==> config.mk <==
export PLATFORM = sky130hd
export DESIGN_NAME = two_class_priority_queue
export DESIGN_NICKNAME = d
export VERILOG_FILES = /design/src/design/tcpq_pkg.sv /design/src/design/two_class_priority_queue.sv /design/src/design/tcpq_cell.sv
export SDC_FILE = /design/constraint.sdc
export NUM_CORES = 1
export LEC_CHECK = 0
export BUFFER_PORTS_ARGS = -buffer_cell sky130_fd_sc_hd__buf_4
export CAP_MARGIN = 20
export CORE_MARGIN = 1.5
export CORE_UTILIZATION = 52
export DETAILED_ROUTE_END_ITERATION = 16
export PLACE_DENSITY = 0.71
export SLEW_MARGIN = 5
export SYNTH_ARGS = -nofsm -noshare
export SYNTH_HDL_FRONTEND = slang
export SYNTH_SLANG_ARGS = --single-unit
==> constraint.sdc <==
create_clock -name clk -period 4.94 [get_ports clk]
set_input_delay 0.494 -clock clk [delete_from_list [all_inputs] [get_ports clk]]
set_output_delay 0.494 -clock clk [all_outputs]
set_load 0.02 [all_outputs]
==> src/design/tcpq_pkg.sv <==
// Package for the two-class priority queue.
// Holds the command codes, the cell shift actions and the word types of both channels.
// Has no dependencies.
package tcpq_pkg;

    typedef enum logic [1:0] {
        CMD_INSERT   = 2'd0,
        CMD_SERVE    = 2'd1,
        CMD_WITHDRAW = 2'd2,
        CMD_QUERY    = 2'd3
    } cmd_t;

    typedef enum logic [1:0] {
        CA_HOLD = 2'd0,
        CA_LOAD = 2'd1,
        CA_PREV = 2'd2,
        CA_NEXT = 2'd3
    } cell_act_t;

    typedef enum logic {
        S_IDLE = 1'b0,
        S_EXEC = 1'b1
    } state_t;

    localparam int ID_W   = 16;
    localparam int AGE_W  = 8;
    localparam int SIZE_W = 5;

    localparam logic [AGE_W-1:0] THR_RESET = 8'd60;

    typedef struct packed {
        cmd_t             command;
        logic [ID_W-1:0]  person_id;
        logic [AGE_W-1:0] age;
    } in_word_t;

    typedef struct packed {
        logic              ok;
        logic [ID_W-1:0]   served_id;
        logic [AGE_W-1:0]  age_out;
        logic              full_reject;
        logic [SIZE_W-1:0] queue_size;
    } out_word_t;

endpackage

==> src/design/two_class_priority_queue.sv <==
// Two-class priority queue: a chain of slot cells kept in order, preferred entries first.
// A command is accepted in idle; it executes once no held result word is stalled, which
// registers the result word. No new command is taken before that. Acceptance registers
// the key match in every cell, and execution shifts the chain.
// Reset empties the queue at once and sets the threshold to 60; no clearing pass is needed.
// Depends on tcpq_pkg and tcpq_cell.
module two_class_priority_queue #(
    parameter int CAPACITY = 16,
    parameter int KEY_BITS = 16
) (
    input  logic                       clk,
    input  logic                       rst_n,
    input  logic                       in_valid,
    output logic                       in_stall,
    input  tcpq_pkg::in_word_t         in_word,
    output logic                       out_valid,
    input  logic                       out_stall,
    output tcpq_pkg::out_word_t        out_word,
    input  logic                       cfg_valid,
    output logic                       cfg_ready,
    input  logic [tcpq_pkg::AGE_W-1:0] cfg_data
);

    localparam int IDX_W = $clog2(CAPACITY);
    localparam int CNT_W = $clog2(CAPACITY + 1);

    tcpq_pkg::state_t           state_reg, state_next;
    logic [tcpq_pkg::AGE_W-1:0] thr_reg, thr_next;
    logic [CNT_W-1:0]           cnt_reg, cnt_next;
    logic [CNT_W-1:0]           pref_reg, pref_next;
    tcpq_pkg::cmd_t             cmd_reg, cmd_next;
    logic [KEY_BITS-1:0]        key_reg, key_next;
    logic [tcpq_pkg::AGE_W-1:0] age_reg, age_next;
    logic                       out_valid_reg, out_valid_next;
    tcpq_pkg::out_word_t        out_word_reg, out_word_next;

    logic                       accept;
    logic                       exec_go;
    logic [KEY_BITS+tcpq_pkg::ID_W-1:0] in_key_wide;
    logic [KEY_BITS-1:0]        in_key;

    logic [KEY_BITS-1:0]        cell_key [CAPACITY];
    logic [tcpq_pkg::AGE_W-1:0] cell_age [CAPACITY];
    logic [CAPACITY-1:0]        used_vec;
    logic [CAPACITY-1:0]        match_vec;
    tcpq_pkg::cell_act_t        cell_act [CAPACITY];

    logic                       found;
    logic                       full;
    logic                       nonempty;
    logic                       is_pref;
    logic                       do_ins;
    logic                       do_rem;
    logic [IDX_W-1:0]           match_pos;
    logic [IDX_W-1:0]           ins_at;
    logic [IDX_W-1:0]           rem_pos;
    logic [tcpq_pkg::AGE_W-1:0] match_age;
    logic [KEY_BITS+tcpq_pkg::ID_W-1:0] served_wide;
    logic [CNT_W+tcpq_pkg::SIZE_W-1:0]  size_wide;

    assign accept    = in_valid && !in_stall;
    assign in_stall  = (state_reg != tcpq_pkg::S_IDLE);
    assign cfg_ready = 1'b1;
    assign exec_go   = (state_reg == tcpq_pkg::S_EXEC) && (!out_valid_reg || !out_stall);

    assign in_key_wide = {{KEY_BITS{1'b0}}, in_word.person_id};
    assign in_key      = in_key_wide[KEY_BITS-1:0];

    genvar gi;
    generate
        for (gi = 0; gi < CAPACITY; gi++)
        begin : g_cell
            localparam logic [IDX_W-1:0] CELL_IDX = IDX_W'(gi);
            logic [KEY_BITS-1:0]        p_key, n_key;
            logic [tcpq_pkg::AGE_W-1:0] p_age, n_age;
            logic                       p_used, n_used;

            if (gi == 0)
            begin : g_first
                assign p_key  = '0;
                assign p_age  = '0;
                assign p_used = 1'b0;
            end
            else
            begin : g_mid_prev
                assign p_key  = cell_key[gi-1];
                assign p_age  = cell_age[gi-1];
                assign p_used = used_vec[gi-1];
            end

            if (gi == CAPACITY - 1)
            begin : g_last
                assign n_key  = '0;
                assign n_age  = '0;
                assign n_used = 1'b0;
            end
            else
            begin : g_mid_next
                assign n_key  = cell_key[gi+1];
                assign n_age  = cell_age[gi+1];
                assign n_used = used_vec[gi+1];
            end

            always_comb
            begin
                cell_act[gi] = tcpq_pkg::CA_HOLD;
                if (exec_go && do_ins)
                begin
                    if (CELL_IDX == ins_at)
                        cell_act[gi] = tcpq_pkg::CA_LOAD;
                    else if (CELL_IDX > ins_at)
                        cell_act[gi] = tcpq_pkg::CA_PREV;
                end
                else if (exec_go && do_rem && (CELL_IDX >= rem_pos))
                begin
                    cell_act[gi] = tcpq_pkg::CA_NEXT;
                end
            end

            tcpq_cell #(
                .KEY_W (KEY_BITS)
            ) u_cell (
                .clk       (clk),
                .rst_n     (rst_n),
                .act       (cell_act[gi]),
                .cmp_en    (accept),
                .cmp_key   (in_key),
                .new_key   (key_reg),
                .new_age   (age_reg),
                .prev_key  (p_key),
                .prev_age  (p_age),
                .prev_used (p_used),
                .next_key  (n_key),
                .next_age  (n_age),
                .next_used (n_used),
                .key       (cell_key[gi]),
                .age       (cell_age[gi]),
                .used      (used_vec[gi]),
                .match     (match_vec[gi])
            );
        end
    endgenerate

    always_comb
    begin
        match_pos = '0;
        match_age = '0;
        for (int i = 0; i < CAPACITY; i++)
        begin
            if (match_vec[i])
            begin
                match_pos = match_pos | IDX_W'(i);
                match_age = match_age | cell_age[i];
            end
        end
    end

    assign found    = |match_vec;
    assign full     = (cnt_reg >= CNT_W'(CAPACITY));
    assign nonempty = (cnt_reg != '0);
    assign is_pref  = (age_reg >= thr_reg);
    assign ins_at   = is_pref ? pref_reg[IDX_W-1:0] : cnt_reg[IDX_W-1:0];
    assign rem_pos  = (cmd_reg == tcpq_pkg::CMD_SERVE) ? '0 : match_pos;
    assign do_ins   = (cmd_reg == tcpq_pkg::CMD_INSERT) && !found && !full;
    assign do_rem   = ((cmd_reg == tcpq_pkg::CMD_SERVE) && nonempty)
                   || ((cmd_reg == tcpq_pkg::CMD_WITHDRAW) && found);

    assign served_wide = {{tcpq_pkg::ID_W{1'b0}}, cell_key[0]};

    always_comb
    begin
        state_next     = state_reg;
        thr_next       = (cfg_valid && cfg_ready) ? cfg_data : thr_reg;
        cnt_next       = cnt_reg;
        pref_next      = pref_reg;
        cmd_next       = accept ? in_word.command : cmd_reg;
        key_next       = accept ? in_key : key_reg;
        age_next       = accept ? in_word.age : age_reg;
        out_valid_next = out_valid_reg && out_stall;
        out_word_next  = out_word_reg;

        case (state_reg)
            tcpq_pkg::S_IDLE:
            begin
                if (accept)
                    state_next = tcpq_pkg::S_EXEC;
            end
            tcpq_pkg::S_EXEC:
            begin
                if (exec_go)
                    state_next = tcpq_pkg::S_IDLE;
            end
            default:
            begin
                state_next = tcpq_pkg::S_IDLE;
            end
        endcase

        if (exec_go)
        begin
            if (do_ins)
            begin
                cnt_next = cnt_reg + CNT_W'(1);
                if (is_pref)
                    pref_next = pref_reg + CNT_W'(1);
            end
            else if (do_rem)
            begin
                cnt_next = cnt_reg - CNT_W'(1);
                if (CNT_W'(rem_pos) < pref_reg)
                    pref_next = pref_reg - CNT_W'(1);
            end
        end

        size_wide = {{tcpq_pkg::SIZE_W{1'b0}}, cnt_next};

        if (exec_go)
        begin
            out_valid_next            = 1'b1;
            out_word_next.ok          = 1'b0;
            out_word_next.served_id   = '0;
            out_word_next.age_out     = '0;
            out_word_next.full_reject = 1'b0;
            out_word_next.queue_size  = size_wide[tcpq_pkg::SIZE_W-1:0];
            case (cmd_reg)
                tcpq_pkg::CMD_INSERT:
                begin
                    out_word_next.ok          = do_ins;
                    out_word_next.full_reject = !found && full;
                end
                tcpq_pkg::CMD_SERVE:
                begin
                    out_word_next.ok = nonempty;
                    if (nonempty)
                        out_word_next.served_id = served_wide[tcpq_pkg::ID_W-1:0];
                end
                tcpq_pkg::CMD_WITHDRAW:
                begin
                    out_word_next.ok = found;
                end
                tcpq_pkg::CMD_QUERY:
                begin
                    out_word_next.ok = found;
                    if (found)
                        out_word_next.age_out = match_age;
                end
                default:
                begin
                    out_word_next.ok = 1'b0;
                end
            endcase
        end
    end

    always_ff @(posedge clk or negedge rst_n)
    begin
        if (!rst_n)
        begin
            state_reg     <= tcpq_pkg::S_IDLE;
            thr_reg       <= tcpq_pkg::THR_RESET;
            cnt_reg       <= '0;
            pref_reg      <= '0;
            out_valid_reg <= 1'b0;
        end
        else
        begin
            state_reg     <= state_next;
            thr_reg       <= thr_next;
            cnt_reg       <= cnt_next;
            pref_reg      <= pref_next;
            out_valid_reg <= out_valid_next;
        end
    end

    always_ff @(posedge clk)
    begin
        cmd_reg      <= cmd_next;
        key_reg      <= key_next;
        age_reg      <= age_next;
        out_word_reg <= out_word_next;
    end

    assign out_valid = out_valid_reg;
    assign out_word  = out_word_reg;

    // The preferred class never outgrows the whole queue.
    a_pref_le_cnt: assert property (@(posedge clk) disable iff (!rst_n)
        pref_reg <= cnt_reg)
        else $error("preferred count exceeds entry count");

    // Occupied cells always number exactly the entry count.
    a_used_count: assert property (@(posedge clk) disable iff (!rst_n)
        $countones(used_vec) == 32'(cnt_reg))
        else $error("occupied cells disagree with entry count");

    // Keys are unique, so at most one cell matches during execution.
    a_single_match: assert property (@(posedge clk) disable iff (!rst_n)
        (state_reg == tcpq_pkg::S_EXEC) |-> $onehot0(match_vec))
        else $error("more than one cell matches the key");

    // A result word appears only from an execution cycle.
    a_result_from_exec: assert property (@(posedge clk) disable iff (!rst_n)
        $rose(out_valid_reg) |-> $past(state_reg == tcpq_pkg::S_EXEC))
        else $error("result word without execution");

    // The entry count changes only after an execution step.
    a_count_step: assert property (@(posedge clk) disable iff (!rst_n)
        !$past(exec_go) |-> $stable(cnt_reg))
        else $error("entry count changed outside execution");

endmodule

==> src/design/tcpq_cell.sv <==
// One slot of the queue chain: key, age and occupancy, with a registered key match.
// Loads a new entry or takes the entry of its left or right neighbor.
// Depends on tcpq_pkg.
module tcpq_cell #(
    parameter int KEY_W = 16
) (
    input  logic                         clk,
    input  logic                         rst_n,
    input  tcpq_pkg::cell_act_t          act,
    input  logic                         cmp_en,
    input  logic [KEY_W-1:0]             cmp_key,
    input  logic [KEY_W-1:0]             new_key,
    input  logic [tcpq_pkg::AGE_W-1:0]   new_age,
    input  logic [KEY_W-1:0]             prev_key,
    input  logic [tcpq_pkg::AGE_W-1:0]   prev_age,
    input  logic                         prev_used,
    input  logic [KEY_W-1:0]             next_key,
    input  logic [tcpq_pkg::AGE_W-1:0]   next_age,
    input  logic                         next_used,
    output logic [KEY_W-1:0]             key,
    output logic [tcpq_pkg::AGE_W-1:0]   age,
    output logic                         used,
    output logic                         match
);

    logic [KEY_W-1:0]           key_reg, key_next;
    logic [tcpq_pkg::AGE_W-1:0] age_reg, age_next;
    logic                       used_reg, used_next;
    logic                       match_reg, match_next;

    always_comb
    begin
        key_next  = key_reg;
        age_next  = age_reg;
        used_next = used_reg;
        case (act)
            tcpq_pkg::CA_LOAD:
            begin
                key_next  = new_key;
                age_next  = new_age;
                used_next = 1'b1;
            end
            tcpq_pkg::CA_PREV:
            begin
                key_next  = prev_key;
                age_next  = prev_age;
                used_next = prev_used;
            end
            tcpq_pkg::CA_NEXT:
            begin
                key_next  = next_key;
                age_next  = next_age;
                used_next = next_used;
            end
            default:
            begin
                key_next  = key_reg;
                age_next  = age_reg;
                used_next = used_reg;
            end
        endcase
        match_next = cmp_en ? (used_reg && (key_reg == cmp_key)) : match_reg;
    end

    always_ff @(posedge clk or negedge rst_n)
    begin
        if (!rst_n)
        begin
            used_reg  <= 1'b0;
            match_reg <= 1'b0;
        end
        else
        begin
            used_reg  <= used_next;
            match_reg <= match_next;
        end
    end

    always_ff @(posedge clk)
    begin
        key_reg <= key_next;
        age_reg <= age_next;
    end

    assign key   = key_reg;
    assign age   = age_reg;
    assign used  = used_reg;
    assign match = match_reg;

endmodule
# Word level (Yosys, flattened, before mapping)
# Index checks and enable logic that the tools add are counted.
# totals
ff_bits,493
in_bits,39
out_inout_bits,34
elab_cells,447
# classes
add_sub_neg,4
magnitude_cmp,35
eq_ne,83
n_mux,157
bitwise_logic,16
n_reduce_logical,75
# ops
cell,n
$pmux 16 s3,16
$pmux 8 s3,16
$eq 16x16->1,16
$mux 2,66
$mux 8,16
$or 8x8->8,15
$eq 2x2->1 const B,34
$pmux 1 s3,17
$reduce_bool 3->1,16
$logic_and 1x1->1,42
$mux 4,10
$mux 5,7
$eq 2x1->1 const B,17
$eq 4x4->1 const A,8
$ge 4x4->1 const A,8
$gt 4x4->1 const A,8
$eq 3x4->1 const A,4
$ge 3x4->1 const A,4
$gt 3x4->1 const A,4
$reduce_or 16->1,1
$mux 3,4
$add 5x1->5 const B,2
$sub 5x1->5 const B,2
$eq 2x4->1 const A,2
21 further kinds,35

# Logic depth before layout (Yosys ltp)
# Gate-level depths: netlist of the first run.
# logic_depth
ltp_word,31
mapped_depth,13
ltp_nobuf,10

# By module
# A second synthesis of the first run with hierarchy kept.
# hier_totals
hier_cells,2586
area_unflattened_um2,28706.3
# modules_own_cells
mod,n_inst,cells_per_inst,area_each_um2,seq_area_each_um2
tcpq_cell,16,133,1488.9,770.7
two_class_priority_queue,1,458,4883.4,2217.1

# Least setup slack after synthesis of the first run
# No wires, ideal clock.
# synth_timing
kind,reg2reg
start,register age_reg[0] in the netlist's numbering
end,"register g_cell[5].u_cell.age_reg (netlist bit g_cell[5].u_cell.age[0]), enable pin"
arrival_ps,3837
required_ps,4526
path_slack_ps,689
path_stages_with_launch,11
cell_sequence,edfxtp_1 > clkbuf_1 > clkinv_1 > ha_1 > nand2b_1 > a2111o_1 > a21o_1 > clkbuf_1 > clkbuf_1 > a211o_1 > o22ai_1
# synth_via
elab_chain_cells,8
elab_cells_between_ends,11
cone_classes,order compare (2); eq/ne (4); mux (4); reduce/logical (1)
# synth_lines
element,line,text
start: declaration,two_class_priority_queue.sv:33,"logic [tcpq_pkg::AGE_W-1:0] age_reg, age_next;"
start signal: assignment,two_class_priority_queue.sv:279,age_reg <= age_next;
$ge 8x8->1 *,two_class_priority_queue.sv:161,assign is_pref = (age_reg >= thr_reg);
$mux 4 *,two_class_priority_queue.sv:162,assign ins_at = is_pref ? pref_reg[IDX_W-1:0] : cnt_reg[IDX_W-1:0];
$gt 3x4->1,two_class_priority_queue.sv:111,else if (CELL_IDX > ins_at)
$mux 2,two_class_priority_queue.sv:111,
$mux 2 *,two_class_priority_queue.sv:109,if (CELL_IDX == ins_at)
$mux 2 *,two_class_priority_queue.sv:107,if (exec_go && do_ins)
$eq 2x1->1 / $eq 2x2->1 (equally long branches),tcpq_cell.sv:36,case (act)
$reduce_bool 3->1 (no source line) *,--,
end signal: assignment,tcpq_cell.sv:82,age_reg <= age_next;
end: declaration,tcpq_cell.sv:27,"logic [tcpq_pkg::AGE_W-1:0] age_reg, age_next;"
# Every way passes the cells marked *; elsewhere a longest branch is shown, timed or not.
# A chain may end at the register's enable or synchronous reset.

# Worst setup path after layout of the first run
# layout_timing
start,register age_reg[0] in the netlist's numbering
end,"register g_cell[13].u_cell.key_reg[7], enable pin"
# layout_via
elab_chain_cells,8
elab_cells_between_ends,11
cone_classes,order compare (2); eq/ne (4); mux (4); reduce/logical (1)
# layout_lines
element,line,text
$ge 8x8->1 *,two_class_priority_queue.sv:161,
$mux 4 *,two_class_priority_queue.sv:162,
$gt 4x4->1,two_class_priority_queue.sv:111,
$mux 2,two_class_priority_queue.sv:111,
$mux 2 *,two_class_priority_queue.sv:109,
$mux 2 *,two_class_priority_queue.sv:107,
$eq 2x1->1 / $eq 2x2->1 (equally long branches),tcpq_cell.sv:36,
$reduce_bool 3->1 (no source line) *,--,
end signal: assignment,tcpq_cell.sv:81,key_reg <= key_next;
end: declaration,tcpq_cell.sv:26,"logic [KEY_W-1:0] key_reg, key_next;"
# Marked as above.

==> results of run 1 <==
-- routing by layer --
metal / GRT usage (%) / up-vias
met5: 0 / -
met4: 13.0 / 0
met3: 9.97 / 269
met2: 53.3 / 1848
met1: 50.3 / 10850
li1: - / 9021
-- logic make-up (layout without fill, tap and decap cells) --
| kind of cell | count (synthesis) | in the layout |
|---|---|---|
| fa+ha+maj | 17 | 17 |
| buf+inv | 270 | 317 |
| mux | 29 | 29 |
| xor+xnor | 262 | 262 |
| other cells | 1 | 1 |
| flops | 493 | 493 |
| compound gates | 781 | 781 |
| simple gates | 435 | 435 |
-- worst register-to-register path: stages, from the launching register on --
cell      delay (ns)
edfxtp_1        0.55
clkinv_1        0.11
buf_4           0.18
ha_1            0.26
nand2b_1        0.14
a2111o_1        0.66
a21o_1          0.54
buf_4           0.31
nor3_1          0.83
nor2_1          0.11
nand2_1         0.31
buf_12          0.23
-- worst paths after layout --
path	slack, ns	startpoint	endpoint	depth (start not counted)
setup / recovery	0.36	age_reg[0]	g_cell[13].u_cell.key[7]	11
max in group asynchronous	3.85	rst_n	cnt_reg[3]	2
min in group asynchronous	0.49	rst_n	thr_reg[0]	2
hold reg to reg	0.51	in_stall	out_valid	1
hold / removal	0.06	in_word[4]	age_reg[4]	1
setup reg to reg	0.36	age_reg[0]	g_cell[13].u_cell.key[7]	11
-- final cells by class --
type,instances,share of cell area (%)
tap,680,2.81
multi-input combinational,1525,38.8
timing repair buffer,166,4.26
clock inverter,25,0.657
sequential,493,48.0
inverter,53,0.657
clock buffer,73,4.83
-- through the flow --
stage | utilization [%] | setup WS [ns] | area (µm²) | hold WS [ns] | power, W
2_1_floorplan | - | 0.689 | 27100 | 0.198 | 0.00761
3_3_place_gp | 55.5 | 0.660 | 28600 | 0.496 | 0.00870
3_5_place_dp | 55.6 | 0.535 | 28600 | 0.503 | 0.00878
4_1_cts | 58.8 | 0.529 | 30200 | 0.0385 | 0.0127
5_1_grt | 58.9 | 0.220 | 30300 | 0.0438 | 0.0131
6_report | 58.9 | 0.361 | 30300 | 0.0586 | 0.0128
-- power groups by stage --
| stage | combinational (W) | sequential, W | clock (W) |
|---|---|---|---|
| after floorplan | 0.00189 | 0.00572 | 0 |
| after global placement | 0.00266 | 0.00604 | 0 |
| after detailed placement | 0.00273 | 0.00605 | 0 |
| after CTS | 0.00274 | 0.00597 | 0.00395 |
| after global routing | 0.00299 | 0.00605 | 0.00410 |
| final | 0.00283 | 0.00601 | 0.00393 |
-- placed cells by master (no fill, tap or decap), drive strengths merged, types with 17 or more instances in the layout --
cell type | Yosys | final
a211oi | 17 | 17
a21o | 62 | 62
a21oi | 27 | 27
a221o | 146 | 146
a221oi | 27 | 27
a22o | 114 | 114
a22oi | 155 | 155
and2 | 148 | 148
and3 | 35 | 35
buf | 48 | 164
clkbuf | 169 | 73
clkinv | 1 | 22
dfrtp | 48 | 48
edfxtp | 441 | 441
inv | 52 | 52
mux2 | 17 | 17
nand2 | 58 | 58
nand3 | 23 | 23
nand4 | 38 | 38
nor2 | 33 | 33
nor3 | 31 | 31
nor4 | 33 | 33
o21ai | 91 | 91
o31ai | 91 | 91
xnor2 | 133 | 133
xor2 | 129 | 129
==> flow_summary_export.csv, run 1 <==
group,metric,value,unit
finish,fill_cells,4180,
power,p_int,0.00860,W
clock_network,ctsResizeCount,0,
synth,synthMuxAreaShare,1.15,%
critical_path,cpPeakStageDelay,0.83,ns
routing,drt_iter0_markers,3811,
finish,drive_above_1_share,13.2,%
grt,gr-total-overflow,0,
die,die_x,231,µm
routing,ant_nets,0,
clock_network,path_clk_slew,0.06,ns
die,ios,73,
power,powerDensity,421,mW/mm²
finish,n_antenna_cell,0,
critical_path,path_buf_inv,4,
power,clkPwrFrac,30.8,%
synth,synth.avg_cell_area,11.9,µm²
synth,synth_fa_ha_area_share,0.812,%
die,row_count,83,
finish,largest_register_ffs,256,
critical_path,crit_chain,"clkinv_1 > buf_4 > ha_1 > nand2b_1 > a2111o_1 > a21o_1 > buf_4 > nor3_1 > nor2_1 > nand2_1 > buf_12",
sta,grt_setup_unrepaired,"no",
grt,grt_usage,35.9,%
routing,maxUsedRoutingLayer,"met4",
routing,wl_met2,42300,µm
synth,synthCells,2288,
synth,ys_ff_latch,493,
critical_path,arrival,4.89,ns
power,comb_power_share,22.1,%
synth,synthFlopType,"edfxtp_1",
synth,synth_edf_count,441,
min_path,hp-class,"input pin to register",
clock_network,cts.sinks,493,
sta,totalNegativeSetupSlack,0,ns
critical_path,required,5.25,ns
synth,synth_top_area_share,48.8,%
finish,layout.nets,2348,
finish,regArea,0.0145,mm²
synth,yosysWarnings,0,
finish,stdcell_count,3015,
routing,wl_per_cell,32.4,µm
routing,wl,97600,µm
synth,async_flop_share,10.5,%
critical_path,critPathSlowestCell,"nor3_1",
die,initial_utilization,52.7,%
clock_network,cts-root-buf,"clkbuf_16",
grt,grt_max_degree,53,
power,leakage,10.7,nW
power,p_sw,0.00417,W
sta,maxSlewHeadroom,25.4,%
synth,seq_area_frac_synth,53.7,%
critical_path,worst_setup_path_start_kind,"register",
placement,dp_hpwl,69100,µm
clock_network,h-tree-depth,2,
routing,drc,0,
sta,fin_skew,0.0180,ns
sta,fmax,218,MHz
sta,fin_crit_sh,92.7,%
clock_network,cts_tree,"done",
synth,syn-num-nets,2344,
critical_path,crit_path_frequent_cell,"buf_4",
routing,wl_met1,37800,µm
power,seqPwrFrac,47.1,%
placement,globalplace.congestion,1.02,
finish,multi_input_area,0.0117,mm²
synth,yosys.area.top_type,"edfxtp_1",
die,die-area,0.0535,mm²
die,die_y,231,µm
run,cap_violations,0,
critical_path,worstSetupPathType,"register to register",
routing,wl_met3,13900,µm
synth,synth_top_family_by_area,"compound AO/OA/AOI/OAI gates",
synth,synth.most_common_cell,"edfxtp_1",
synth,synth_commonest_cells,"edfxtp_1, clkbuf_1, a22oi_1",
clock_network,postCtsHoldBufs,1,
run_status,status,"finished clean",
clock_network,cts_buffer_depth,3,
synth,synth_compound_area_share,22.9,%
sta,hold_viol,0,
routing,via_count,21988,
synth,synth_area_leaders,"edfxtp_1, a221o_1, dfrtp_1",
power,ir_drop,273,µV
clock_network,cts_made_buffers,53,
clock_network,clock_latency,0.62,ns
clock_network,cts_setup_buffers,0,
synth,syn_area,0.0271,mm²
die,core,0.0514,mm²
placement,dp.cells,2912,
sta,fin_crit,4.58,ns
critical_path,cp-end-kind,"register",
grt,grt_pass1_vias,20679,
critical_path,path_max_fanout,19,
routing,dr.pass1.iters,6,
sta,tightest_slew,1.11,ns
power,swShare,32.6,%
synth,yosysUniqueCellTypes,72,
grt,antenna_found_initial,0,
synth,synthSimpleGateAreaFrac,9.12,%
routing,detail_route.vias_per_cell,7.29,
sta,final_max_slew_viol_count,0,
placement,port_buffers,71,
finish,syn_to_final_growth,11.7,%
synth,synth-xor-area-share,8.46,%
grt,grt_pass1_wl,141000,µm
sta,setup_violations,0,
critical_path,path_delay_family,"simple AND/OR/NAND/NOR gates",
Note: power is estimated with default switching activity, not from simulation.
==> run 2, diff against run 1 <==
--- a/config.mk
+++ b/config.mk
@@ -9,6 +9,7 @@
 export CAP_MARGIN = 20
 export CORE_MARGIN = 1.5
 export CORE_UTILIZATION = 52
+export CTS_BUF_LIST = sky130_fd_sc_hd__clkbuf_4 sky130_fd_sc_hd__clkbuf_8
 export DETAILED_ROUTE_END_ITERATION = 16
 export PLACE_DENSITY = 0.71
 export SLEW_MARGIN = 5
==> run 2 against run 1 <==
Routed wire length up 0.53%. Sequential cell count unchanged. Power down 1.6%. Clock skew up 0.021 ns. Register-to-register slack worse by 0.03 ns. Non-clock buffer count up 12. Critical path type unchanged.
==> flow_summary_export.csv, run 2 (synthesis gave the netlist of run 1 again) <==
group,metric,value,unit
min_path,hp-class,"input pin to register",
routing,ant_nets,0,
finish,n_antenna_cell,0,
run,cap_violations,0,
finish,layout.nets,2392,
power,p_int,0.00832,W
critical_path,r2r_slack,0.33,ns
clock_network,h-tree-depth,3,
die,die_y,231,µm
finish,final_area,0.0304,mm²
die,ios,73,
die,initial_utilization,52.7,%
routing,drc,0,
power,swShare,33.8,%
routing,wl,98100,µm
placement,port_buffers,71,
clock_network,cts-root-buf,"clkbuf_8",
critical_path,path_depth,10,
power,seqPwrFrac,47.9,%
critical_path,path_buf_inv,3,
sta,hold_viol,0,
critical_path,crit_path_frequent_cell,"buf_4",
grt,grt_usage,36.2,%
finish,layout_common_cells,"edfxtp_1, buf_4, a22oi_1",
die,die_x,231,µm
power,leakage,10.8,nW
clock_network,clock_latency,0.70,ns
finish,fill_cells,4192,
grt,grt_max_degree,53,
grt,grt_pass1_wl,142000,µm
placement,dpl-instance-area,0.0286,mm²
finish,largest_register_ffs,256,
clock_network,postCtsHoldBufs,13,
routing,wl_met1,37500,µm
power,comb_power_share,22.6,%
sta,maxSlewHeadroom,26.0,%
power,ir_drop,215,µV
critical_path,path_max_fanout,25,
placement,globalplace.congestion,1.02,
clock_network,cts_setup_buffers,0,
clock_network,cts.sinks,493,
routing,wl_per_cell,31.8,µm
sta,fin_skew,0.0388,ns
clock_network,cts_made_buffers,85,
clock_network,path_clk_slew,0.06,ns
die,die-area,0.0535,mm²
sta,setup_violations,0,
clock_network,ctsResizeCount,0,
critical_path,reg2reg_depth,10,
sta,final_max_slew_viol_count,0,
power,p_sw,0.00424,W
critical_path,critPathLaunch,"age_reg[0]",
routing,wl_met3,14400,µm
power,clkPwrFrac,29.6,%
critical_path,crit_chain,"clkinv_1 > buf_4 > ha_1 > nand2b_1 > a2111o_1 > a21o_1 > buf_4 > a311oi_4 > or2_2 > o21ai_0",
grt,grt_pass1_vias,20901,
sta,fin_crit,4.61,ns
grt,gr-total-overflow,0,
routing,drt_iter0_markers,3650,
routing,wl_met2,42000,µm
finish,syn_to_final_growth,12.1,%
critical_path,required,5.34,ns
critical_path,worstSetupPathType,"register to register",
routing,dr.pass1.iters,6,
run_status,status,"finished clean",
critical_path,arrival,5.01,ns
critical_path,r2r_start,"age_reg[0]",
sta,fin_crit_sh,93.3,%
routing,maxUsedRoutingLayer,"met4",
sta,fmax,217,MHz
sta,tightest_slew,1.11,ns
grt,antenna_found_initial,0,
power,powerDensity,413,mW/mm²
critical_path,path_delay_family,"compound AO/OA/AOI/OAI gates",
critical_path,worst_setup_path_start_kind,"register",
finish,drive_above_1_share,15.7,%
clock_network,cts_buffer_depth,3,
critical_path,r2r-end,"g_cell[14].u_cell.key[14]",
critical_path,endpoint,"g_cell[14].u_cell.key[14]",
die,row_count,83,
routing,via_count,22196,
sta,totalNegativeSetupSlack,0,ns
critical_path,critPathSlowestCell,"a2111o_1",
clock_network,cts_tree,"done",
finish,layout_commonest_cell,"edfxtp_1",
die,core,0.0514,mm²
routing,detail_route.vias_per_cell,7.19,
placement,dp_hpwl,69100,µm
critical_path,cpPeakStageDelay,0.68,ns
sta,grt_setup_unrepaired,"no",
critical_path,cp-end-kind,"register",
run 2: cell types whose count changed in the layout (fill, tap and decap cells not counted), sizes merged:
cell	change
clkinvlp	+2
clkinv	+2
clkbuf	+53
inv	+4
dlygate4sd3	+12
bufinv	-3
run 2: worst reg2reg max path, cell delays in order (launching register included):
cell      delay [ns]
edfxtp_1        0.56
clkinv_1        0.11
buf_4           0.19
ha_1            0.26
nand2b_1        0.14
a2111o_1        0.68
a21o_1          0.54
buf_4           0.31
a311oi_4        0.67
or2_2           0.63
o21ai_0         0.22
run 2: per-stage QoR:
stage | std cells | setup WS (ns) | util [%] | hold WS (ns) | total power, W
finish | 3085 | 0.333 | 59.1 | 0.0261 | 0.0126
floorplan | 2288 | 0.689 | - | 0.198 | 0.00761
detailed placement | 2912 | 0.535 | 55.6 | 0.503 | 0.00878
global route | 3085 | 0.260 | 59.1 | 0.0201 | 0.0129
global placement | 2909 | 0.660 | 55.5 | 0.496 | 0.00870
CTS | 3081 | 0.506 | 59.0 | 0.00496 | 0.0125
run 2: per-layer routing:
metal | track usage [%] | up-vias
met3 | 11.2 | 316
met2 | 52.7 | 1848
met4 | 14.6 | 0
met5 | 0 | -
li1 | - | 9125
met1 | 50.2 | 10907
run 2: final cells by class:
cell class,instances,area [µm²],area share (%)
Clock buffer,126,1480,4.86
Tap cell,680,851,2.80
Timing Repair Buffer,178,1410,4.64
Sequential cell,493,14500,47.9
Multi-Input combinational cell,1525,11700,38.6
Clock inverter,30,158,0.519
Inverter,53,199,0.655
run 2: how the worst min path moves through the flow:
stage / from / to / slack, ns / depth (start not counted)
2_1_floorplan: rst_n / cnt_reg[0] / 0.20 / 0
3_3_place_gp: in_stall / out_valid / 0.50 / 1
3_5_place_dp: pref_reg[4] / pref_reg[4] / 0.50 / 1
4_1_cts: cfg_data[7] / thr_reg[7] / 0.005 / 3
5_1_grt: in_word[5] / age_reg[5] / 0.02 / 1
6_report: cfg_data[7] / thr_reg[7] / 0.03 / 3
run 2: power groups by stage:
stage	clock network, W	registers (W)	logic, W
global route	0.00390	0.00605	0.00300
detailed placement	0	0.00605	0.00273
finish	0.00371	0.00601	0.00283
global placement	0	0.00604	0.00266
CTS	0.00373	0.00597	0.00275
floorplan	0	0.00572	0.00189
